`src/rtl/core/krst_pkg.sv`:
```
// Shared types and codes for the keyed read statistics table.
package krst_pkg;

    // Command codes
    localparam logic [1:0] CMD_RECORD = 2'd0;
    localparam logic [1:0] CMD_EXPIRE = 2'd1;
    localparam logic [1:0] CMD_READ   = 2'd2;

    // Result status codes
    localparam logic [2:0] ST_UPDATED  = 3'd0;
    localparam logic [2:0] ST_INSERTED = 3'd1;
    localparam logic [2:0] ST_FULL     = 3'd2;
    localparam logic [2:0] ST_SWEPT    = 3'd3;
    localparam logic [2:0] ST_READ_OK  = 3'd4;
    localparam logic [2:0] ST_EMPTY    = 3'd5;

    // Register map
    localparam logic REG_EXPIRE_MINUTES = 1'b0;
    localparam logic [15:0] EXPIRE_MINUTES_RST = 16'd45000;

    // Full key; field order gives the sort order when compared as one vector
    typedef struct packed {
        logic [14:0] class_volid;
        logic [30:0] class_pageid;
        logic [14:0] class_slotid;
        logic [14:0] index_volid;
        logic [30:0] index_fileid;
    } t_key;

    // One table entry: key and statistics
    typedef struct packed {
        t_key        key;
        logic [31:0] hits;
        logic [30:0] last_pages;
        logic [31:0] last_time;
        logic [30:0] peak_pages;
        logic [31:0] peak_time;
    } t_entry;

endpackage

```
`src/rtl/core/krst_seq.sv`:
```
// Command sequencer: search, shift-insert, sweep and read over the entry memory.
module krst_seq #(
    parameter int DEPTH = 64,
    parameter int AW    = 6,
    parameter int CW    = 7
) (
    input  logic              i_clk,
    input  logic              i_rst_n,
    input  logic              i_start,
    output logic              o_busy,
    input  logic [1:0]        i_cmd,
    input  krst_pkg::t_key    i_key,
    input  logic [31:0]       i_now_time,
    input  logic [30:0]       i_npages,
    input  logic [5:0]        i_rank,
    input  logic [15:0]       i_expire_minutes,
    output logic              o_valid,
    output logic [2:0]        o_status,
    output krst_pkg::t_entry  o_entry,
    output logic [6:0]        o_count,
    output logic              o_ram_we,
    output logic [AW-1:0]     o_ram_waddr,
    output krst_pkg::t_entry  o_ram_wdata,
    output logic [AW-1:0]     o_ram_raddr,
    input  krst_pkg::t_entry  i_ram_rdata
);

    localparam int CMPW = (CW > 6) ? CW : 6;

    localparam logic [2:0] S_IDLE  = 3'd0;
    localparam logic [2:0] S_SRCH  = 3'd1;
    localparam logic [2:0] S_SHIFT = 3'd2;
    localparam logic [2:0] S_INS   = 3'd3;
    localparam logic [2:0] S_EXP   = 3'd4;
    localparam logic [2:0] S_RD    = 3'd5;

    logic [2:0]        r_state, n_state;
    logic [CW-1:0]     r_cnt, n_cnt;
    logic [CW-1:0]     r_idx, n_idx;
    logic [CW-1:0]     r_ptr, n_ptr;
    krst_pkg::t_key    r_key, n_key;
    logic [31:0]       r_now, n_now;
    logic [30:0]       r_np, n_np;
    logic              r_valid, n_valid;
    logic [2:0]        r_status, n_status;
    krst_pkg::t_entry  r_out, n_out;
    logic [6:0]        r_ocnt, n_ocnt;

    logic [21:0]       dur;
    logic              keep;
    logic              key_eq;
    logic              key_gt;
    logic [CW-1:0]     idx_nxt;
    logic              start_ok;
    krst_pkg::t_entry  upd;
    krst_pkg::t_entry  ins;
    krst_pkg::t_entry  full_res;

    assign start_ok = i_start && (r_state == S_IDLE);
    assign o_busy   = (r_state != S_IDLE);

    // duration in seconds: minutes * 60
    assign dur  = {i_expire_minutes, 6'b0} - {4'b0, i_expire_minutes, 2'b0};
    assign keep = ({1'b0, i_ram_rdata.last_time} + 33'(dur)) >= {1'b0, r_now};

    // key compare of the entry just read
    assign key_eq  = (i_ram_rdata.key == r_key);
    assign key_gt  = (i_ram_rdata.key > r_key);
    assign idx_nxt = r_idx + CW'(1);

    // updated entry on a hit
    always_comb begin
        upd            = i_ram_rdata;
        upd.last_time  = r_now;
        upd.last_pages = r_np;
        if (i_ram_rdata.peak_pages <= r_np) begin
            upd.peak_pages = r_np;
            upd.peak_time  = r_now;
        end
        if (i_ram_rdata.hits != 32'hFFFF_FFFF) begin
            upd.hits = i_ram_rdata.hits + 32'd1;
        end
    end

    // fresh entry on insert
    always_comb begin
        ins            = '0;
        ins.key        = r_key;
        ins.hits       = 32'd1;
        ins.last_pages = r_np;
        ins.last_time  = r_now;
        ins.peak_pages = r_np;
        ins.peak_time  = r_now;
    end

    // table full: key echoed, statistics zero
    always_comb begin
        full_res     = '0;
        full_res.key = r_key;
    end

    // next state logic
    always_comb begin
        n_state     = r_state;
        n_cnt       = r_cnt;
        n_idx       = r_idx;
        n_ptr       = r_ptr;
        n_key       = r_key;
        n_now       = r_now;
        n_np        = r_np;
        n_valid     = 1'b0;
        n_status    = r_status;
        n_out       = r_out;
        n_ocnt      = r_ocnt;
        o_ram_we    = 1'b0;
        o_ram_waddr = '0;
        o_ram_wdata = i_ram_rdata;
        o_ram_raddr = '0;

        unique case (r_state)
            S_IDLE: begin
                if (start_ok) begin
                    n_key = i_key;
                    n_now = i_now_time;
                    n_np  = i_npages;
                    n_idx = '0;
                    n_ptr = '0;
                    priority if (i_cmd == krst_pkg::CMD_RECORD) begin
                        // empty table inserts at once
                        n_state = (r_cnt == '0) ? S_INS : S_SRCH;
                    end else if (i_cmd == krst_pkg::CMD_EXPIRE) begin
                        if (r_cnt == '0) begin
                            n_valid  = 1'b1;
                            n_status = krst_pkg::ST_SWEPT;
                            n_out    = '0;
                            n_ocnt   = 7'(r_cnt);
                        end else begin
                            n_state = S_EXP;
                        end
                    end else if (i_cmd == krst_pkg::CMD_READ &&
                                 CMPW'(i_rank) < CMPW'(r_cnt)) begin
                        o_ram_raddr = AW'(i_rank);
                        n_state     = S_RD;
                    end else begin
                        n_valid  = 1'b1;
                        n_status = krst_pkg::ST_EMPTY;
                        n_out    = '0;
                        n_ocnt   = 7'(r_cnt);
                    end
                end
            end

            S_SRCH: begin
                if (key_eq) begin
                    // hit: write back updated statistics
                    o_ram_we    = 1'b1;
                    o_ram_waddr = r_idx[AW-1:0];
                    o_ram_wdata = upd;
                    n_valid     = 1'b1;
                    n_status    = krst_pkg::ST_UPDATED;
                    n_out       = upd;
                    n_ocnt      = 7'(r_cnt);
                    n_state     = S_IDLE;
                end else if (key_gt || idx_nxt == r_cnt) begin
                    // miss: insertion point found
                    n_idx = key_gt ? r_idx : idx_nxt;
                    if (r_cnt == CW'(DEPTH)) begin
                        n_valid  = 1'b1;
                        n_status = krst_pkg::ST_FULL;
                        n_out    = full_res;
                        n_ocnt   = 7'(r_cnt);
                        n_state  = S_IDLE;
                    end else if (n_idx == r_cnt) begin
                        n_state = S_INS;
                    end else begin
                        o_ram_raddr = AW'(r_cnt - CW'(1));
                        n_ptr       = r_cnt;
                        n_state     = S_SHIFT;
                    end
                end else begin
                    o_ram_raddr = idx_nxt[AW-1:0];
                    n_idx       = idx_nxt;
                end
            end

            S_SHIFT: begin
                // move entry ptr-1 up to ptr, fetch the next one down
                o_ram_we    = 1'b1;
                o_ram_waddr = r_ptr[AW-1:0];
                o_ram_wdata = i_ram_rdata;
                n_ptr       = r_ptr - CW'(1);
                if (n_ptr > r_idx) begin
                    o_ram_raddr = AW'(r_ptr - CW'(2));
                end else begin
                    n_state = S_INS;
                end
            end

            S_INS: begin
                o_ram_we    = 1'b1;
                o_ram_waddr = r_idx[AW-1:0];
                o_ram_wdata = ins;
                n_cnt       = r_cnt + CW'(1);
                n_valid     = 1'b1;
                n_status    = krst_pkg::ST_INSERTED;
                n_out       = ins;
                n_ocnt      = 7'(n_cnt);
                n_state     = S_IDLE;
            end

            S_EXP: begin
                // compact kept entries down to the write pointer
                if (keep) begin
                    o_ram_we    = 1'b1;
                    o_ram_waddr = r_ptr[AW-1:0];
                    o_ram_wdata = i_ram_rdata;
                    n_ptr       = r_ptr + CW'(1);
                end
                if (idx_nxt == r_cnt) begin
                    n_cnt    = n_ptr;
                    n_valid  = 1'b1;
                    n_status = krst_pkg::ST_SWEPT;
                    n_out    = '0;
                    n_ocnt   = 7'(n_ptr);
                    n_state  = S_IDLE;
                end else begin
                    o_ram_raddr = idx_nxt[AW-1:0];
                    n_idx       = idx_nxt;
                end
            end

            S_RD: begin
                n_valid  = 1'b1;
                n_status = krst_pkg::ST_READ_OK;
                n_out    = i_ram_rdata;
                n_ocnt   = 7'(r_cnt);
                n_state  = S_IDLE;
            end

            default: begin
                n_state = S_IDLE;
            end
        endcase
    end

    // control registers
    always_ff @(posedge i_clk) begin
        if (!i_rst_n) begin
            r_state <= S_IDLE;
            r_cnt   <= '0;
            r_valid <= 1'b0;
        end else begin
            r_state <= n_state;
            r_cnt   <= n_cnt;
            r_valid <= n_valid;
        end
    end

    // payload registers
    always_ff @(posedge i_clk) begin
        r_idx    <= n_idx;
        r_ptr    <= n_ptr;
        r_key    <= n_key;
        r_now    <= n_now;
        r_np     <= n_np;
        r_status <= n_status;
        r_out    <= n_out;
        r_ocnt   <= n_ocnt;
    end

    assign o_valid  = r_valid;
    assign o_status = r_status;
    assign o_entry  = r_out;
    assign o_count  = r_ocnt;

endmodule

```
`config.mk`:
```
export PLATFORM = sky130hd
export DESIGN_NAME = krst_seq
export DESIGN_NICKNAME = d
export VERILOG_FILES = /design/src/rtl/core/krst_pkg.sv /design/src/rtl/core/krst_seq.sv
export SDC_FILE = /design/constraint.sdc
export NUM_CORES = 1
export LEC_CHECK = 0
export ABC_AREA = 1
export BUFFER_PORTS_ARGS = -buffer_cell sky130_fd_sc_hd__buf_2
export CAP_MARGIN = 20
export CORE_AREA = 2 2 399 401
export DETAILED_ROUTE_END_ITERATION = 12
export DIE_AREA = 0 0 401 403
export PLACE_DENSITY = 0.5
export SLEW_MARGIN = 30
export SYNTH_ARGS = -nofsm -noshare
export SYNTH_HDL_FRONTEND = slang
export SYNTH_SLANG_ARGS = --single-unit
```
`constraint.sdc`:
```
create_clock -name i_clk -period 12.7 [get_ports i_clk]
set_clock_uncertainty 0.1 [all_clocks]
set_input_delay 1.27 -clock i_clk [delete_from_list [all_inputs] [get_ports i_clk]]
set_output_delay 1.27 -clock i_clk [all_outputs]
set_load 0.05 [all_outputs]
```
# [Word level (Yosys, flattened, before mapping)]
# Index checks and enable logic that the tools add are counted.
[op_classes] n_eq_ne=27 magnitude_cmp=5 addsub=9 n_reduce_logical=19 n_mux=87
[ops] cell="two-way mux 265 bit" count=9
[ops] cell="case mux 265 bit (5 select lines)" count=1
[ops] cell="case mux 265 bit (2 select lines)" count=1
[ops] cell="two-way mux 158 bit" count=1
[ops] cell="two-way mux 7 bit" count=19
[ops] cell="equality test 107 bit" count=1
[ops] cell="> comparator 107 bit" count=1
[ops] cell="two-way mux 6 bit" count=12
[ops] cell="two-way mux 63 bit" count=1
[ops] cell="two-way mux 3 bit" count=18
[ops] cell="case mux 6 bit (4 select lines)" count=2
[ops] cell="case mux 7 bit (5 select lines)" count=1
[ops] cell="adder 32 x 22 -> 33 bit" count=1
[ops] cell="greater-or-equal comparator 33 x 32 -> 1 bit" count=1
[ops] cell="adder 32 x 1 -> 32 bit (second input constant)" count=1
[ops] cell="two-way mux 32 bit" count=1
[ops] cell="!= test 32 bit (second input constant)" count=1
[ops] cell="<= comparator 31 bit" count=1
[ops] cell="case mux 7 bit (4 select lines)" count=1
[ops] cell="subtractor 22 x 18 -> 22 bit" count=1
[ops] cell="adder 7 x 1 -> 7 bit (second input constant)" count=3
[ops] cell="case mux 7 bit (3 select lines)" count=1
[ops] cell="!= test 2 bit (second input constant)" count=9
[ops] cell="case mux 3 bit (5 select lines)" count=1
[ops] cell="35 further kinds" count=58
[word_totals] register_bits=470 wordCells=171 out_inout_bits=555 input_bits=462

# [Depth between registers and ports, before layout]
[logic_depth] word_depth=8 depth_mapped=40 mapped_depth_nobuf=39

# [Worst setup path after synthesis]
# OpenSTA, ideal clock, no wires.
[synth_timing] kind="input to output" start="input i_start" end="output o_ram_raddr[1]" stages=5 required_time_ns=11.330 t_arrival_ns=9.455 path_buffers=0 path_slack_ns=1.875 path_cell_list="inv_1 -> nor2_1 -> nand3_1 -> nand3_1 -> o21bai_2"
[synth_via] elab_chain_cells=3
[synth_lines] element="from (decl)" line="krst_seq.sv:9" text="input logic i_start,"
[synth_lines] element="logical AND 1 bit" line="krst_seq.sv:59" text="assign start_ok = i_start && (r_state == S_IDLE);"
[synth_lines] element="two-way mux 6 bit" line="krst_seq.sv:122" text="if (start_ok) begin"
[synth_lines] element="case mux 6 bit (4 select lines)" line="krst_seq.sv:120" text="unique case (r_state)"
[synth_lines] element="to (decl)" line="krst_seq.sv:24" text="output logic [AW-1:0] o_ram_raddr,"
# No other way between the ends.

# [Final worst setup path]
[layout_timing] start="input i_expire_minutes[1]" end="output o_ram_waddr[0]"
[layout_via] elab_chain_cells=5
[layout_lines] element="from (decl)" line="krst_seq.sv:16" text="input logic [15:0] i_expire_minutes,"
[layout_lines] element="subtractor 22 x 18 -> 22 bit" line="krst_seq.sv:63" text="assign dur = {i_expire_minutes, 6'b0} - {4'b0, i_expire_minutes, 2'b0};"
[layout_lines] element="adder 32 x 22 -> 33 bit" line="krst_seq.sv:64" text="assign keep = ({1'b0, i_ram_rdata.last_time} + 33'(dur)) >= {1'b0, r_now};"
[layout_lines] element="greater-or-equal comparator 33 x 32 -> 1 bit" line="krst_seq.sv:64"
[layout_lines] element="two-way mux 6 bit" line="krst_seq.sv:213" text="if (keep) begin"
[layout_lines] element="case mux 6 bit (4 select lines)" line="krst_seq.sv:120"
[layout_lines] element="to (decl)" line="krst_seq.sv:22" text="output logic [AW-1:0] o_ram_waddr,"
# No other way between the ends.

==> flow_metrics.env <==
export IMPL_outcome="completed"
export IMPL_routed_wire_length_um=166700
export IMPL_min_delay_path_depth=2
export IMPL_reg2reg_depth=13
export IMPL_worst_slack_ns=4.509
export IMPL_synth_top_family_by_area="compound AO/OA/AOI/OAI gates"
export IMPL_slowest_delay_ns=0.38
export IMPL_drt_first_iter_violations=3192
export IMPL_synth_area_per_cell_um2=8.625
export IMPL_start_kind="input pin"
export IMPL_drive_gt1_share_pct=26.75
export IMPL_setup_violations_final=0
export IMPL_floorplan_initialDensity_pct=20.02
export IMPL_placedCellCount=6625
export IMPL_synthArstFlopShare_pct=0
export IMPL_synth_ff_latch_count=470
export IMPL_placement_io_buffers=1016
export IMPL_cts_hold_buf=0
export IMPL_via_count=32146
export IMPL_finish_cell_count_without_fillers=6764
export IMPL_gpl_final_weighted_congestion=0.9460
export IMPL_synth_edff_count=459
export IMPL_die_y_um=403
export IMPL_layout_worst_path_cycle_share_pct=64.50
export IMPL_crit_path_top_delay_cell="sky130_fd_sc_hd__ha_1"
export IMPL_design_core_area_um2=157500
export IMPL_synth_compound_gate_area_share_pct=17.42
export IMPL_detail_route_first_pass_iterations=6
export IMPL_max_cap_viol_count=0
export IMPL_required_ns=11.33
export IMPL_path_max_fanout=15
export IMPL_power_leakage_nw=18.54
export IMPL_clock_tree_from_tritoncts="yes"
export IMPL_final_common_cell="sky130_fd_sc_hd__buf_2"
export IMPL_wire_per_inst_um=24.65
export IMPL_max_freq_mhz=122.1
export IMPL_commonest_non_fill_non_tap_cells_in_the_layout="sky130_fd_sc_hd__buf_2 (1016), sky130_fd_sc_hd__inv_1 (642), sky130_fd_sc_hd__nand2_1 (583)"
export IMPL_via_count_of_the_first_global_routing_pass=30321
export IMPL_critical_path_most_common_cell="sky130_fd_sc_hd__nand2_1"
export IMPL_syn_area_um2=31520
export IMPL_synthSimpleGateAreaFrac_pct=16.94
export IMPL_post_cts_setup_inserts=0
export IMPL_wire_length_of_the_first_global_routing_pass_um=228500
export IMPL_number_of_buffers_created_by_cts=66
export IMPL_cp_data_arrival_time_ns=6.82
export IMPL_synth_yosys_seq_area_share_pct=44.42
export IMPL_antenna_found_initial=46
export IMPL_clock_sinks=470
export IMPL_nNetsFinal=5314
export IMPL_path_class="in -> out"
export IMPL_htree_num_levels=3
export IMPL_ctsRootBufferMaster="sky130_fd_sc_hd__clkbuf_16"
export IMPL_drc=0
export IMPL_global_route_usage_total_pct=19.65
export IMPL_syn_inst=3655
export IMPL_synth_top_flop_cell="sky130_fd_sc_hd__edfxtp_1"
export IMPL_yosysUniqueCellTypes=61
export IMPL_clkSlewWorstSetupHoldPaths_ns=0.06
export IMPL_worst_ir_drop_vdd_uv=168.3
export IMPL_die_width_um=401
export IMPL_synth_mux_area_fraction_pct=0
export IMPL_synth_xor_area_share_pct=2.135
export IMPL_areaGrowthSynthToFinish_pct=30.20
export IMPL_pre_cts_slack_ns=4.476
export IMPL_worst_skew_pair_late_latency_ns=0.67
export IMPL_dieArea_um2=161600
export IMPL_setup_worst_path_end_class="output pin"
export IMPL_yosys_warnings=0
export IMPL_detailed_place_hpwl_um=132200
export IMPL_row_count=146
export IMPL_cts_root_to_sink_buffers=3
export IMPL_hold_viol_final=0
export IMPL_grt_ovfl_total=0
export IMPL_slew_viol_final=0
export IMPL_grt_start_max_net_pins=209
export IMPL_power_per_cell_area_nw_per_um2=259.9
export IMPL_worst_pin_slew_ns=1.208
export IMPL_drt_antenna_violating_nets=0
export IMPL_grt_setup_unrepaired="false"
export IMPL_synth_adder_area_share_pct=9.193
export IMPL_path_class_of_the_lowest_slack_min_delay_path="reg -> reg"
export IMPL_num_io_pins=1017
export IMPL_viasPerCell=4.753
export IMPL_synth_nets=4348
export IMPL_worst_slew_margin_rel_pct=19.49
export IMPL_cts_resized=0
export IMPL_period_minus_slack_ns=8.191
export IMPL_tns_ns=0
[where the power goes]
group	total (W)	switching [W]	internal (W)
clock network	0.00184	0.000811	0.00103
registers	0.00282	0.000316	0.00250
logic	0.00601	0.00479	0.00122
total	0.0107	0.00591	0.00475
[Yosys cell counts (5+ instances only)]
library cell / number / share of area (%)
sky130_fd_sc_hd__inv_2: 10 / 0.12
sky130_fd_sc_hd__o211ai_1: 78 / 1.9
sky130_fd_sc_hd__inv_1: 644 / 7.7
sky130_fd_sc_hd__nor2_2: 11 / 0.22
sky130_fd_sc_hd__clkbuf_1: 87 / 1.0
sky130_fd_sc_hd__nor3_1: 33 / 0.52
sky130_fd_sc_hd__nor2_1: 218 / 2.6
sky130_fd_sc_hd__nand3_2: 5 / 0.16
sky130_fd_sc_hd__a31oi_1: 6 / 0.12
sky130_fd_sc_hd__a21oi_1: 196 / 3.1
sky130_fd_sc_hd__buf_4: 9 / 0.21
sky130_fd_sc_hd__nand3_1: 220 / 3.5
sky130_fd_sc_hd__buf_1: 12 / 0.14
sky130_fd_sc_hd__nand2_4: 5 / 0.18
sky130_fd_sc_hd__dfxtp_1: 11 / 0.70
sky130_fd_sc_hd__o21ai_1: 12 / 0.19
sky130_fd_sc_hd__nor4_1: 23 / 0.46
sky130_fd_sc_hd__xnor2_1: 15 / 0.42
sky130_fd_sc_hd__edfxtp_1: 459 / 44
sky130_fd_sc_hd__xor2_1: 60 / 1.7
sky130_fd_sc_hd__ha_1: 230 / 9.1
sky130_fd_sc_hd__buf_2: 34 / 0.54
sky130_fd_sc_hd__o221ai_2: 30 / 1.4
sky130_fd_sc_hd__o22ai_1: 12 / 0.24
sky130_fd_sc_hd__a211oi_1: 57 / 1.4
sky130_fd_sc_hd__a21o_1: 8 / 0.19
sky130_fd_sc_hd__nand4_1: 63 / 1.3
sky130_fd_sc_hd__o21ai_0: 361 / 5.7
sky130_fd_sc_hd__o221ai_1: 81 / 2.3
sky130_fd_sc_hd__nand2_2: 12 / 0.24
sky130_fd_sc_hd__nand2_1: 585 / 7.0
sky130_fd_sc_hd__o21a_1: 7 / 0.17
sky130_fd_sc_hd__o21ai_2: 6 / 0.17
sky130_fd_sc_hd__nand3b_1: 8 / 0.19
[flip-flops by register name (all words and copies together), names as in the netlist]
register	cells
full_res	107
o_count	7
o_entry	265
o_status	3
o_valid	1
r_cnt	7
r_idx	7
r_now	32
r_np	31
r_ptr	7
r_state	3
[logic make-up after synthesis]
| family | after synthesis |
|---|---|
| flip-flops | 470 |
| AO/OA/AOI/OAI | 875 |
| adder cells (fa/ha/maj) | 231 |
| buffers and inverters | 802 |
| XOR/XNOR | 76 |
| AND/OR/NAND/NOR | 1201 |
[worst max-delay path, delay by kind of cell]
family | cells | cell delay, ns
compound gates | 10 | 1.90
xor+xnor | 2 | 0.28
fa+ha+maj | 4 | 1.24
buf+inv | 3 | 0.68
simple gates | 15 | 1.41
[metal layers]
metal  share of wire (%)  track usage, %
met1                  43           26.45
met2                  45           30.63
met3                 8.5           4.762
met4                 3.1           6.693
met5                0.11               0
[metrics by stage]
step           total power (W)  utilization, %  hold slack, ns  instance area [um2]
5_1_grt                0.01114           26.06          0.4887                41030
6_report               0.01067           26.06          0.4686                41040
3_5_place_dp          0.008823           24.70          0.4615                38900
4_1_cts                0.01072           26.02          0.4587                40980
2_1_floorplan         0.006925               -          0.3895                31520
3_3_place_gp          0.008820           24.69          0.4586                38870
[final cells by class]
class,instances,area [um2]
sequential,470,14000
clock inverter,44,396.6
antenna,23,57.56
inverter,656,2474
tap,2072,2592
fill,17192,116400
timing repair buffer,1044,5365
multi-input combinational,2383,14470
clock buffer,72,1684
[final timing paths]
| kind | slack [ns] | start | to |
|---|---|---|---|
| setup / recovery | 4.51 | i_expire_minutes[1] | o_ram_waddr[0] |
| hold / removal | 0.47 | r_now[27] | o_entry[90] |
| setup reg to reg | 6.59 | full_res[162] | o_entry[204] |
| hold reg to reg | 0.47 | r_now[27] | o_entry[90] |
Note: power is estimated with default switching activity, not from simulation.
